### src/hw/rtl/masked_moving_average_4ch_assert.svh
// Assertion macros for the RTL of the masked moving average block.
// Each macro assumes the module has i_clk and i_rst_n in scope.
`ifndef MASKED_MOVING_AVERAGE_4CH_ASSERT_SVH
`define MASKED_MOVING_AVERAGE_4CH_ASSERT_SVH

// Holds in every cycle out of reset.
`define MMA_ASSERT_ALWAYS(lbl, cond) \
    lbl: assert property (@(posedge i_clk) disable iff (!i_rst_n) (cond)) \
        else $error("check failed: lbl");

// The consequent holds in the same cycle as the antecedent.
`define MMA_ASSERT_IMPL(lbl, ante, cons) \
    lbl: assert property (@(posedge i_clk) disable iff (!i_rst_n) (ante) |-> (cons)) \
        else $error("check failed: lbl");

// The consequent holds in the cycle after the antecedent.
`define MMA_ASSERT_NEXT(lbl, ante, cons) \
    lbl: assert property (@(posedge i_clk) disable iff (!i_rst_n) (ante) |=> (cons)) \
        else $error("check failed: lbl");

`endif

### src/hw/rtl/mma_pkg.sv
`timescale 1ns / 1ps

package mma_pkg;

    localparam int MAX_WINDOW     = 32;
    localparam int CHANNELS       = 4;
    localparam int ADDR_W         = $clog2(MAX_WINDOW);
    localparam int LEN_W          = $clog2(MAX_WINDOW + 1);
    localparam int DATA_W         = 16;
    localparam int NARROW_W       = 14;
    localparam int SUM_W          = DATA_W + ADDR_W;
    localparam int DIV_STEPS      = SUM_W;
    localparam int DIV_CNT_W      = $clog2(DIV_STEPS);
    localparam int REC_W          = CHANNELS * DATA_W + CHANNELS;
    localparam int DEFAULT_WINDOW = 7;

    // Control shared by all four lanes.
    typedef struct packed {
        logic clear;
        logic update;
        logic retire;
        logic div_start;
        logic div_step;
    } t_lane_ctrl;

    typedef logic [DATA_W-1:0] t_sample;

endpackage

### src/hw/rtl/masked_moving_average_4ch.sv
// An item that completes the window passes the running sum update and divider load, the
// steps of the 21-step divider and one merge before its result shows. A new item is only
// taken once the last is done: the lanes divide and the merge waits for a free output.
// Items that only fill the window are done after the running sum update.
// Reset (synchronous, active low) empties the window and sets the window length to 7.
`timescale 1ns / 1ps

module masked_moving_average_4ch
    import mma_pkg::*;
(
    input  logic                i_clk,
    input  logic                i_rst_n,

    input  logic                i_cfg_valid,
    output logic                o_cfg_ready,
    input  logic [LEN_W-1:0]    i_cfg_window_length,

    input  logic                i_in_valid,
    output logic                o_in_ready,
    input  logic [DATA_W-1:0]   i_weight_hundredths,
    input  logic                i_weight_present,
    input  logic [NARROW_W-1:0] i_fat_hundredths,
    input  logic                i_fat_present,
    input  logic [NARROW_W-1:0] i_muscle_hundredths,
    input  logic                i_muscle_present,
    input  logic [NARROW_W-1:0] i_water_hundredths,
    input  logic                i_water_present,

    output logic                o_out_valid,
    input  logic                i_out_ready,
    output logic [DATA_W-1:0]   o_weight_avg,
    output logic                o_weight_avg_ok,
    output logic [NARROW_W-1:0] o_fat_avg,
    output logic                o_fat_avg_ok,
    output logic [NARROW_W-1:0] o_muscle_avg,
    output logic                o_muscle_avg_ok,
    output logic [NARROW_W-1:0] o_water_avg,
    output logic                o_water_avg_ok
);

`include "masked_moving_average_4ch_assert.svh"

    localparam logic [1:0] ST_IDLE   = 2'd0;
    localparam logic [1:0] ST_UPDATE = 2'd1;
    localparam logic [1:0] ST_DIV    = 2'd2;
    localparam logic [1:0] ST_MERGE  = 2'd3;

    logic [1:0]           r_state, n_state;
    logic [LEN_W-1:0]     r_len, n_len;
    logic [LEN_W-1:0]     r_fill, n_fill;
    logic [ADDR_W-1:0]    r_write_slot, n_write_slot;
    logic [ADDR_W-1:0]    r_slot;
    logic [DIV_CNT_W-1:0] r_div_cnt, n_div_cnt;
    logic                 r_out_valid, n_out_valid;

    t_sample              r_new_val [CHANNELS];
    logic [CHANNELS-1:0]  r_new_pres;
    t_sample              in_val  [CHANNELS];
    logic [CHANNELS-1:0]  in_pres;

    t_sample              r_out_avg [CHANNELS];
    logic [CHANNELS-1:0]  r_out_ok;
    t_sample              lane_avg  [CHANNELS];
    logic [CHANNELS-1:0]  lane_ok;

    logic                 in_fire, cfg_fire, out_fire, merge_fire;
    logic                 full_before;
    logic [ADDR_W-1:0]    cur_slot;
    logic [LEN_W-1:0]     slot_inc;
    logic [LEN_W-1:0]     fill_inc;
    logic [LEN_W-1:0]     cfg_len;
    logic [REC_W-1:0]     ring_wdata, ring_rdata;
    t_lane_ctrl           lane_ctrl;

    assign o_cfg_ready = 1'b1;
    assign o_in_ready  = (r_state == ST_IDLE);
    assign in_fire     = i_in_valid && o_in_ready;
    assign cfg_fire    = i_cfg_valid && o_cfg_ready;
    assign out_fire    = r_out_valid && i_out_ready;
    assign merge_fire  = (r_state == ST_MERGE) && (!r_out_valid || i_out_ready);

    assign in_val[0] = i_weight_hundredths;
    assign in_val[1] = DATA_W'(i_fat_hundredths);
    assign in_val[2] = DATA_W'(i_muscle_hundredths);
    assign in_val[3] = DATA_W'(i_water_hundredths);
    assign in_pres   = {i_water_present, i_muscle_present, i_fat_present, i_weight_present};

    // A write slot left beyond a shortened window restarts at the bottom of the ring.
    assign cur_slot    = ({1'b0, r_write_slot} >= r_len) ? '0 : r_write_slot;
    assign slot_inc    = {1'b0, r_slot} + LEN_W'(1);
    assign full_before = (r_fill >= r_len);
    assign fill_inc    = full_before ? r_fill : r_fill + LEN_W'(1);

    always_comb begin
        if (i_cfg_window_length == '0) begin
            cfg_len = LEN_W'(1);
        end else if (i_cfg_window_length > LEN_W'(MAX_WINDOW)) begin
            cfg_len = LEN_W'(MAX_WINDOW);
        end else begin
            cfg_len = i_cfg_window_length;
        end
    end

    always_comb begin
        for (int c = 0; c < CHANNELS; c++) begin
            ring_wdata[c*DATA_W +: DATA_W] = r_new_val[c];
        end
        ring_wdata[REC_W-1 -: CHANNELS] = r_new_pres;
    end

    mma_ring u_ring (
        .i_clk   (i_clk),
        .i_we    (r_state == ST_UPDATE),
        .i_waddr (r_slot),
        .i_wdata (ring_wdata),
        .i_re    (in_fire),
        .i_raddr (cur_slot),
        .o_rdata (ring_rdata)
    );

    always_comb begin
        lane_ctrl.clear     = cfg_fire;
        lane_ctrl.update    = (r_state == ST_UPDATE);
        lane_ctrl.retire    = full_before;
        lane_ctrl.div_start = (r_state == ST_UPDATE);
        lane_ctrl.div_step  = (r_state == ST_DIV);
    end

    for (genvar g = 0; g < CHANNELS; g++) begin : g_lane
        mma_lane u_lane (
            .i_clk      (i_clk),
            .i_rst_n    (i_rst_n),
            .i_ctrl     (lane_ctrl),
            .i_new_val  (r_new_val[g]),
            .i_new_pres (r_new_pres[g]),
            .i_old_val  (ring_rdata[g*DATA_W +: DATA_W]),
            .i_old_pres (ring_rdata[CHANNELS*DATA_W + g]),
            .o_avg      (lane_avg[g]),
            .o_ok       (lane_ok[g])
        );
    end

    always_comb begin
        n_state      = r_state;
        n_len        = r_len;
        n_fill       = r_fill;
        n_write_slot = r_write_slot;
        n_div_cnt    = r_div_cnt;
        n_out_valid  = r_out_valid;

        if (out_fire) begin
            n_out_valid = 1'b0;
        end

        unique case (r_state)
            ST_IDLE: begin
                if (in_fire) begin
                    n_state = ST_UPDATE;
                end
            end
            ST_UPDATE: begin
                n_fill       = fill_inc;
                n_write_slot = (slot_inc >= r_len) ? '0 : slot_inc[ADDR_W-1:0];
                n_div_cnt    = '0;
                // The sums and counts now cover the window; the lanes divide only
                // once the window holds a full set of records.
                n_state      = (fill_inc >= r_len) ? ST_DIV : ST_IDLE;
            end
            ST_DIV: begin
                n_div_cnt = r_div_cnt + DIV_CNT_W'(1);
                if (r_div_cnt == DIV_CNT_W'(DIV_STEPS - 1)) begin
                    n_state = ST_MERGE;
                end
            end
            ST_MERGE: begin
                if (merge_fire) begin
                    n_out_valid = 1'b1;
                    n_state     = ST_IDLE;
                end
            end
            default: begin
                n_state = ST_IDLE;
            end
        endcase

        if (cfg_fire) begin
            n_len        = cfg_len;
            n_fill       = '0;
            n_write_slot = '0;
        end
    end

    always_ff @(posedge i_clk) begin
        if (!i_rst_n) begin
            r_state      <= ST_IDLE;
            r_len        <= LEN_W'(DEFAULT_WINDOW);
            r_fill       <= '0;
            r_write_slot <= '0;
            r_div_cnt    <= '0;
            r_out_valid  <= 1'b0;
        end else begin
            r_state      <= n_state;
            r_len        <= n_len;
            r_fill       <= n_fill;
            r_write_slot <= n_write_slot;
            r_div_cnt    <= n_div_cnt;
            r_out_valid  <= n_out_valid;
        end
    end

    // Missing samples are stored as zero.
    always_ff @(posedge i_clk) begin
        if (in_fire) begin
            r_slot <= cur_slot;
            for (int c = 0; c < CHANNELS; c++) begin
                r_new_val[c] <= in_pres[c] ? in_val[c] : '0;
            end
            r_new_pres <= in_pres;
        end
    end

    // Merge stage: the four lane results land in one output record.
    always_ff @(posedge i_clk) begin
        if (merge_fire) begin
            for (int c = 0; c < CHANNELS; c++) begin
                r_out_avg[c] <= lane_avg[c];
            end
            r_out_ok <= lane_ok;
        end
    end

    assign o_out_valid     = r_out_valid;
    assign o_weight_avg    = r_out_avg[0];
    assign o_weight_avg_ok = r_out_ok[0];
    assign o_fat_avg       = r_out_avg[1][NARROW_W-1:0];
    assign o_fat_avg_ok    = r_out_ok[1];
    assign o_muscle_avg    = r_out_avg[2][NARROW_W-1:0];
    assign o_muscle_avg_ok = r_out_ok[2];
    assign o_water_avg     = r_out_avg[3][NARROW_W-1:0];
    assign o_water_avg_ok  = r_out_ok[3];

    `MMA_ASSERT_ALWAYS(a_fill_within_len, r_fill <= r_len)
    `MMA_ASSERT_ALWAYS(a_len_legal, (r_len != '0) && (r_len <= LEN_W'(MAX_WINDOW)))
    `MMA_ASSERT_NEXT(a_accept_updates, in_fire && !cfg_fire, r_state == ST_UPDATE)
    `MMA_ASSERT_IMPL(a_merge_needs_full, r_state == ST_MERGE, r_fill == r_len)
    `MMA_ASSERT_NEXT(a_merge_loads_out, merge_fire, r_out_valid && (r_state == ST_IDLE))

endmodule

### src/hw/rtl/mma_ring.sv
`timescale 1ns / 1ps

module mma_ring
    import mma_pkg::*;
(
    input  logic              i_clk,
    input  logic              i_we,
    input  logic [ADDR_W-1:0] i_waddr,
    input  logic [REC_W-1:0]  i_wdata,
    input  logic              i_re,
    input  logic [ADDR_W-1:0] i_raddr,
    output logic [REC_W-1:0]  o_rdata
);

    logic [REC_W-1:0] r_mem [MAX_WINDOW];
    logic [REC_W-1:0] r_rdata;

    always_ff @(posedge i_clk) begin
        if (i_we) begin
            r_mem[i_waddr] <= i_wdata;
        end
    end

    always_ff @(posedge i_clk) begin
        if (i_re) begin
            r_rdata <= r_mem[i_raddr];
        end
    end

    assign o_rdata = r_rdata;

endmodule

### src/hw/rtl/mma_lane.sv
`timescale 1ns / 1ps

module mma_lane
    import mma_pkg::*;
(
    input  logic        i_clk,
    input  logic        i_rst_n,
    input  t_lane_ctrl  i_ctrl,
    input  t_sample     i_new_val,
    input  logic        i_new_pres,
    input  t_sample     i_old_val,
    input  logic        i_old_pres,
    output t_sample     o_avg,
    output logic        o_ok
);

    logic [SUM_W-1:0] r_sum, n_sum;
    logic [LEN_W-1:0] r_cnt, n_cnt;
    logic [LEN_W-1:0] r_rem, n_rem;
    logic [SUM_W-1:0] r_quo, n_quo;

    logic             sub_en;
    logic [LEN_W:0]   trial;

    assign sub_en = i_ctrl.retire && i_old_pres;

    always_comb begin
        n_sum = r_sum;
        n_cnt = r_cnt;
        if (i_ctrl.clear) begin
            n_sum = '0;
            n_cnt = '0;
        end else if (i_ctrl.update) begin
            n_sum = r_sum - (sub_en ? SUM_W'(i_old_val) : '0)
                          + (i_new_pres ? SUM_W'(i_new_val) : '0);
            n_cnt = r_cnt - (sub_en ? LEN_W'(1) : '0)
                          + (i_new_pres ? LEN_W'(1) : '0);
        end
    end

    // Restoring divider, one quotient bit per step. The dividend shifts out of
    // the top of r_quo while quotient bits enter at the bottom.
    assign trial = {r_rem, r_quo[SUM_W-1]};

    // The divider starts in the same cycle as the sum update, so it loads the new sum.
    always_comb begin
        n_rem = r_rem;
        n_quo = r_quo;
        if (i_ctrl.div_start) begin
            n_rem = '0;
            n_quo = n_sum;
        end else if (i_ctrl.div_step) begin
            if (trial >= {1'b0, r_cnt}) begin
                n_rem = LEN_W'(trial - {1'b0, r_cnt});
                n_quo = {r_quo[SUM_W-2:0], 1'b1};
            end else begin
                n_rem = trial[LEN_W-1:0];
                n_quo = {r_quo[SUM_W-2:0], 1'b0};
            end
        end
    end

    always_ff @(posedge i_clk) begin
        if (!i_rst_n) begin
            r_sum <= '0;
            r_cnt <= '0;
        end else begin
            r_sum <= n_sum;
            r_cnt <= n_cnt;
        end
    end

    always_ff @(posedge i_clk) begin
        r_rem <= n_rem;
        r_quo <= n_quo;
    end

    // A channel with no present sample reads as zero, not as the divider's output.
    assign o_ok  = (r_cnt != '0);
    assign o_avg = o_ok ? r_quo[DATA_W-1:0] : '0;

endmodule

### config.mk
export PLATFORM = sky130hd
export DESIGN_NAME = masked_moving_average_4ch
export DESIGN_NICKNAME = d
export VERILOG_FILES = /design/src/hw/rtl/mma_pkg.sv /design/src/hw/rtl/masked_moving_average_4ch.sv /design/src/hw/rtl/mma_ring.sv /design/src/hw/rtl/mma_lane.sv
export VERILOG_INCLUDE_DIRS = /design/src /design/src/hw/rtl
export SDC_FILE = /design/constraint.sdc
export NUM_CORES = 2
export LEC_CHECK = 0
export ABC_AREA = 1
export BUFFER_PORTS_ARGS = -buffer_cell sky130_fd_sc_hd__buf_2
export CORE_ASPECT_RATIO = 2
export CORE_MARGIN = 2
export CORE_UTILIZATION = 35
export DETAILED_ROUTE_END_ITERATION = 8
export PLACE_DENSITY_LB_ADDON = 0.2
export RECOVER_POWER = 25
export SYNTH_ARGS = -nofsm -noshare
export SYNTH_HDL_FRONTEND = slang
export SYNTH_SLANG_ARGS = --single-unit
### constraint.sdc
create_clock -name i_clk -period 9.1 [get_ports i_clk]
set_clock_uncertainty 0.15 [all_clocks]
set_input_delay 0 -clock i_clk [delete_from_list [all_inputs] [get_ports i_clk]]
set_output_delay 0 -clock i_clk [all_outputs]
set_load 0.01 [all_outputs]
## Word-level counts from Yosys, hierarchy flattened

Memories as Yosys holds them, arrays and structs flattened. A register that Yosys moved wholly into a read port is not among the register bits.
Index checks and enable logic that the tools add are counted.

| operators by class | value |
|---|---|
| multiply operators | 0 |
| order comparisons | 9 |
| shifts and indexed selects | 0 |
| reductions and logical operators | 18 |
| bitwise operators | 1 |
| mux-type cells | 68 |
| add/sub/neg operators | 23 |
| equality and inequality tests | 7 |
| div/mod/pow operators | 0 |

Operators with widths:

| kind | count |
|---|---|
| 21-bit two-way mux | 16 |
| 16-bit two-way mux | 13 |
| 21-bit adder | 4 |
| 21-bit subtractor | 4 |
| 6-bit subtractor | 8 |
| 14-bit two-way mux | 3 |
| 6-bit two-way mux | 7 |
| 7-bit by 6-bit >= comparator with 1-bit output | 4 |
| 6-bit adder | 4 |
| 6-bit nonzero test | 4 |
| 1-bit two-way mux | 21 |
| 6-bit >= comparator | 3 |
| 5-bit two-way mux | 2 |
| 5-bit one-hot mux with 2 select lines | 1 |
| 2-bit two-way mux | 4 |
| 2-bit one-hot mux with 4 select lines | 1 |
| 1-bit logical AND | 7 |
| 5-bit by 1-bit adder with 6-bit output (second input constant) | 1 |
| 6-bit by 1-bit adder with 6-bit output (second input constant) | 1 |
| 5-bit by 6-bit >= comparator with 1-bit output | 1 |
| 6-bit greater-than comparator (second input constant) | 1 |
| 6-bit zero test | 1 |
| 5-bit by 1-bit adder with 5-bit output (second input constant) | 1 |
| 5-bit equality test (second input constant) | 1 |
| 11 further kinds | 13 |

| word-level totals | value |
|---|---|
| output and inout port bits | 65 |
| latch bits | 0 |
| word-level logic and storage cells | 154 |
| memories | 3 |
| RAM bits | 2,304 |
| ROM bits | 0 |
| bits in registers | 254 |
| input bits | 73 |

Memory list:

| memory | depth | width | rd ports | clocked after memory_dff | write ports | line | RTL |
|---|---|---|---|---|---|---|---|
| u_ring.r_mem | 32 | 68 | 1 | 1 | 1 | mma_ring.sv:15 | `logic [REC_W-1:0] r_mem [MAX_WINDOW];` |
| r_new_val | 4 | 16 | 4 | 0 | 4 | masked_moving_average_4ch.sv:56 | `t_sample r_new_val [CHANNELS];` |
| r_out_avg | 4 | 16 | 4 | 0 | 4 | masked_moving_average_4ch.sv:61 | `t_sample r_out_avg [CHANNELS];` |

## Logic depth before layout (Yosys ltp)

| logic depth | value |
|---|---|
| word-level depth | 8 |
| mapped depth | 26 |
| mapped depth without buffers | 25 |

## Hierarchy

A second synthesis with hierarchy kept.

| second synthesis, totals | value |
|---|---|
| cells, all modules | 10,668 |
| area, all modules | 114,802.6 µm² |

Modules (own cells, without submodules):

| module | times used | cells each | area each (µm²) | sequential area each (µm²) |
|---|---|---|---|---|
| mma_ring | 1 | 7,177 | 88,952.8 | 67,384.6 |
| mma_lane (g_lane[0].u_lane ...) | 2 | 745 | 4,926.0 | 1,291.2 |
| masked_moving_average_4ch | 1 | 524 | 6,247.2 | 4,374.2 |
| mma_lane (g_lane[3].u_lane) | 1 | 742 | 4,880.9 | 1,291.2 |
| mma_lane (g_lane[2].u_lane) | 1 | 735 | 4,869.7 | 1,291.2 |

## Worst setup path after synthesis

OpenSTA, ideal clock, no wires.

| path | value |
|---|---|
| path kind | reg-to-reg |
| start point | reg (tool-made name) |
| end point | mem u_ring.r_mem[12][0] (netlist bit), enable pin |
| required time | 8.468 ns |
| data arrival time | 3.895 ns |
| cell stages (with the launch flop) | 7 |
| clock period less this slack | 4.528 ns |
| slack | 4.572 ns |
| setup time | 0.482 ns |
| path buffers | 2 |
| cell sequence | dfxtp_1 > inv_1 > ha_1 > clkbuf_1 > clkbuf_1 > nand2_1 > nor2_1 |

RTL lines:

| item | line |
|---|---|
| end, declared | mma_ring.sv:15 |

## Worst setup path after layout

| path | value |
|---|---|
| start point | reg r_write_slot[0] |
| end point | reg u_ring.r_rdata[41], in the netlist u_ring.o_rdata[41] (read register of u_ring.r_mem), data pin |

| on the way | value |
|---|---|
| longest elaborated chain between the ends | 2 |

Ends and longest elaborated chain:

| item | line | RTL |
|---|---|---|
| start, declared | masked_moving_average_4ch.sv:51 | `logic [ADDR_W-1:0] r_write_slot, n_write_slot;` |
| start signal, assigned | masked_moving_average_4ch.sv:205 | `r_write_slot <= n_write_slot;` |
| 5-bit by 6-bit >= comparator with 1-bit output | masked_moving_average_4ch.sv:89 | `assign cur_slot = ({1'b0, r_write_slot} >= r_len) ? '0 : r_write_slot;` |
| 5-bit two-way mux (*) | masked_moving_average_4ch.sv:89 |  |
| end, declared | mma_ring.sv:16 | `logic [REC_W-1:0] r_rdata;` |

Every way passes the cells marked *; elsewhere a longest branch is shown, timed or not.
A chain may end at the register's enable or synchronous reset.

==> out/qor.csv <==
stage,metric,value,unit
status,outcome,"finished, violations left",
status,violations,"max-capacitance violations, max-slew violations",
global_route,antenna_found_initial,12,
setup_path,worst-path-max-fanout,79,
timing,fin_ws,3.174,ns
floorplan,row_count,297,
synth,synth_area_leaders,"edfxtp_1, inv_1, nand3_1",
power,ir_drop,0.1711,mV
setup_path,reg2reg_from,r_write_slot[0],
global_route,grt_overflow,0,
routing,wl,371200,µm
clock_network,cts.htree.levels,4,
timing,maxSlewViolCount,883,
global_route,grt_pass1_vias,83849,
final_layout,final_nets,12193,
power,cellPowerDensity,206.1,mW/mm²
synth,synthArstFlopShare,0,
power,intPower,19.01,mW
clock_network,cts_buffer_depth,4,
setup_path,cp_data_required_time,9.58,ns
power,p_sw_frac,0.2849,
clock_network,clock-root-buffer,clkbuf_16,
global_route,grt_max_degree,169,
timing,rsz0062_at_grt,no,
routing,num_vias,84312,
floorplan,io_pins,138,
synth,synthFlopType,edfxtp_1,
global_route,grt_use_total,0.2181,
synth,yosys.area.top_type_share,0.5907,
timing,setup_viol,0,
setup_path,crit_start,r_write_slot[0],
timing,fin_tns_setup,0,ns
timing,hold_viol_final,0,
routing,drt_iter0_drc,7414,
clock_network,cts_tree,done,
synth,synth-edff-count,2259,
synth,synth_largest_area_cell,edfxtp_1,
setup_path,crit_type,register to register,
clock_network,cts.sinks,2416,
final_layout,syn_to_final_growth,12.32,%
setup_path,rrSetupSlack,3.17,ns
routing,ant_nets,0,
place,dpl_cell_area,0.1200,mm²
place,port_buffers,136,
power,clkPwrFrac,0.348,
global_route,grt_pass1_wl,544900,µm
place,dp_hpwl,198100,µm
synth,synth_commonest_cells,"inv_1, nand2_1, edfxtp_1, nand3_1, nand4_1",
timing,tightest_slew,1.884,ns
synth,ys_seq_area_frac,0.6181,
timing,slew_headroom,-0.2562,
synth,synth.distinct_cells,45,
min_path,holdCritPathClass,input port to register,
global_route,gr-usage-met3,0.02226,
clock_network,clock_latency,0.93,ns
timing,finalCritPeriodShare,0.6513,
power,seqPwrFrac,0.488,
power,switchingPower,7.572,mW
final_layout,drive_gt1_frac,0.05495,
setup_path,crit_path_end_kind,register,
floorplan,initial_core_util,0.3515,
clock_network,clkTransAtPathRegs,0.07,ns
synth,synth_area,0.1148,mm²
synth,yosysWarnings,0,
synth,synth.most_common_cell,inv_1,
routing,avgViaCountPerCell,5.143,
power,leakage,56.02,nW
place,gp_congestion,0.8507,
routing,wl_per_cell,22.65,µm
setup_path,worst_ep_arrival_time,6.40,ns
place,place_ws,3.409,ns
synth,synth_seq_cells,2416,
floorplan,die_y,814.0,µm
global_route,met1_usage,0.2608,
synth,syn_avg_cell_area,9.787,µm²
synth,synth_nets,12046,
synth,syn_inst,11733,
flow_run,cap_violations,26,
final_layout,design_area,0.1290,mm²
floorplan,die_area,0.3330,mm²
timing,fmax,0.1687,GHz
floorplan,die_x,409.0,µm
floorplan,core_area,0.3266,mm²
routing,first_pass_iters,7,
setup_path,startpoint_type,register,
setup_path,r2r-end,u_ring.o_rdata[41],
setup_path,cp-endpoint,u_ring.o_rdata[41],
global_route,grt.met2_usage,0.3981,
global_route,grt-busiest-layer,met2,
power,comb_power_share,0.163,
routing,drc,0,
timing,min_period,5.926,ns
clock_network,cts_made_buffers,221,
setup_path,reg2regPathDepth,11,
-- worst min-delay path by stage --
stage / start / end / slack, ns / cells after the start
6_report: i_rst_n / g_lane[2].u_lane.r_sum[15] / 0.14 / 5
5_1_grt: i_rst_n / g_lane[2].u_lane.r_sum[15] / 0.14 / 5
4_1_cts: i_muscle_present / r_new_pres[2] / 0.01 / 2
3_5_place_dp: i_water_hundredths[1] / r_new_val[3][1] / 0.12 / 3
3_3_place_gp: i_weight_hundredths[6] / r_new_val[0][6] / 0.11 / 3
2_1_floorplan: i_weight_present / r_new_pres[0] / -0.05 / 0
-- per-stage QoR --
step	util	total power [mW]	hold slack, ns	instances
after CTS	0.3953	26.80	0.01316	16383
after global routing	0.3948	27.65	0.1364	16387
after detailed placement	0.3672	17.48	0.1151	15759
final	0.3949	26.58	0.1397	16392
after global placement	0.3672	17.43	0.1088	15759
after floorplan	-	16.03	-0.05113	11733
-- worst max-delay path, cell delays in order (launching register included) --
cell	delay [ns]
dfxtp_4	0.87
buf_4	0.92
buf_4	0.89
buf_4	0.93
buf_4	0.93
nand4_1	0.16
nand3_1	0.14
nand3_1	0.08
nand3_1	0.16
nand2_1	0.09
nand2_1	0.07
nand2_1	0.06
-- per-layer routing --
| metal | share of wire | routed length (µm) | vias up |
|---|---|---|---|
| li1 | - | - | 38709 |
| met1 | 0.39 | 144600 | 41861 |
| met2 | 0.51 | 189000 | 2936 |
| met3 | 0.057 | 21170 | 804 |
| met4 | 0.044 | 16370 | 2 |
| met5 | 0.000043 | 16 | - |
-- cell usage in the layout (no fill, tap or decap), types with 7 or more instances in the layout --
cell type and n:
clkbuf_16 225, nand2_1 2293, edfxtp_1 2259, diode_2 9, o2111ai_1 7, bufinv_16 16, a211oi_1 22, o22ai_1 32
dfxtp_1 156, o21bai_1 15, buf_4 146, clkinv_2 42, xor2_1 62, ha_1 172, buf_2 131, clkinvlp_4 8
inv_1 2712, nor2_4 34, fa_1 66, nand3b_1 21, a31oi_1 7, nand4_1 644, a21oi_1 199, nand3_1 1882
nor3_1 7, buf_12 23, a21o_1 8, clkbuf_1 85, o21ai_0 131, dlygate4sd3_1 233, nor2_1 237, clkinv_1 49
o211ai_1 37, xnor2_1 30
-- logic make-up after synthesis --
logic type / Yosys count / share of synthesized area
fa+ha+maj: 240 / 0.03047
flops: 2416 / 0.6181
other cells: 1 / 0.00003266
mux: 1 / 0.00009806
buf+inv: 3375 / 0.1168
xor+xnor: 92 / 0.007017
compound gates: 476 / 0.02369
simple gates: 5132 / 0.2037
-- registers in the layout (all words and copies together), names as in the netlist, 6 cells and up, named ones only --
| register | flops |
|---|---|
| u_ring.r_mem | 1984 |
| g_lane.u_lane.r_quo | 84 |
| g_lane.u_lane.r_sum | 84 |
| u_ring.o_rdata | 62 |
| r_new_val | 58 |
| r_out_avg | 58 |
| g_lane.u_lane.r_cnt | 24 |
| g_lane.u_lane.r_rem | 24 |
| r_fill | 6 |
| r_len | 6 |
-- timing repair --
item,CTS,global route
hold buffers,233,0
endpoints found under the setup margin,0,0
resized for setup,0,0
hold endpoints to repair,252,0
buffers inserted,0,0
-- cell type report --
class / instances / area, µm²
well taps: 4335 / 5424
fillers: 31861 / 197700
clock buffers: 268 / 5812
multi-input cells: 5942 / 30760
diodes: 9 / 22.52
clock inverters: 123 / 1015
inverters: 2722 / 10260
repair buffers: 577 / 4710
flip-flops and latches: 2416 / 70980
-- power by group through the flow --
stage / Combinational (mW) / Sequential (mW) / Clock [mW]
after floorplan: 2.82 / 13.2 / 0
after global placement: 4.23 / 13.2 / 0
final: 4.34 / 13.0 / 9.26
after CTS: 4.37 / 13.0 / 9.46
after global routing: 4.85 / 13.0 / 9.78
after detailed placement: 4.27 / 13.2 / 0
No activity file was read; power rests on OpenSTA's default activity.
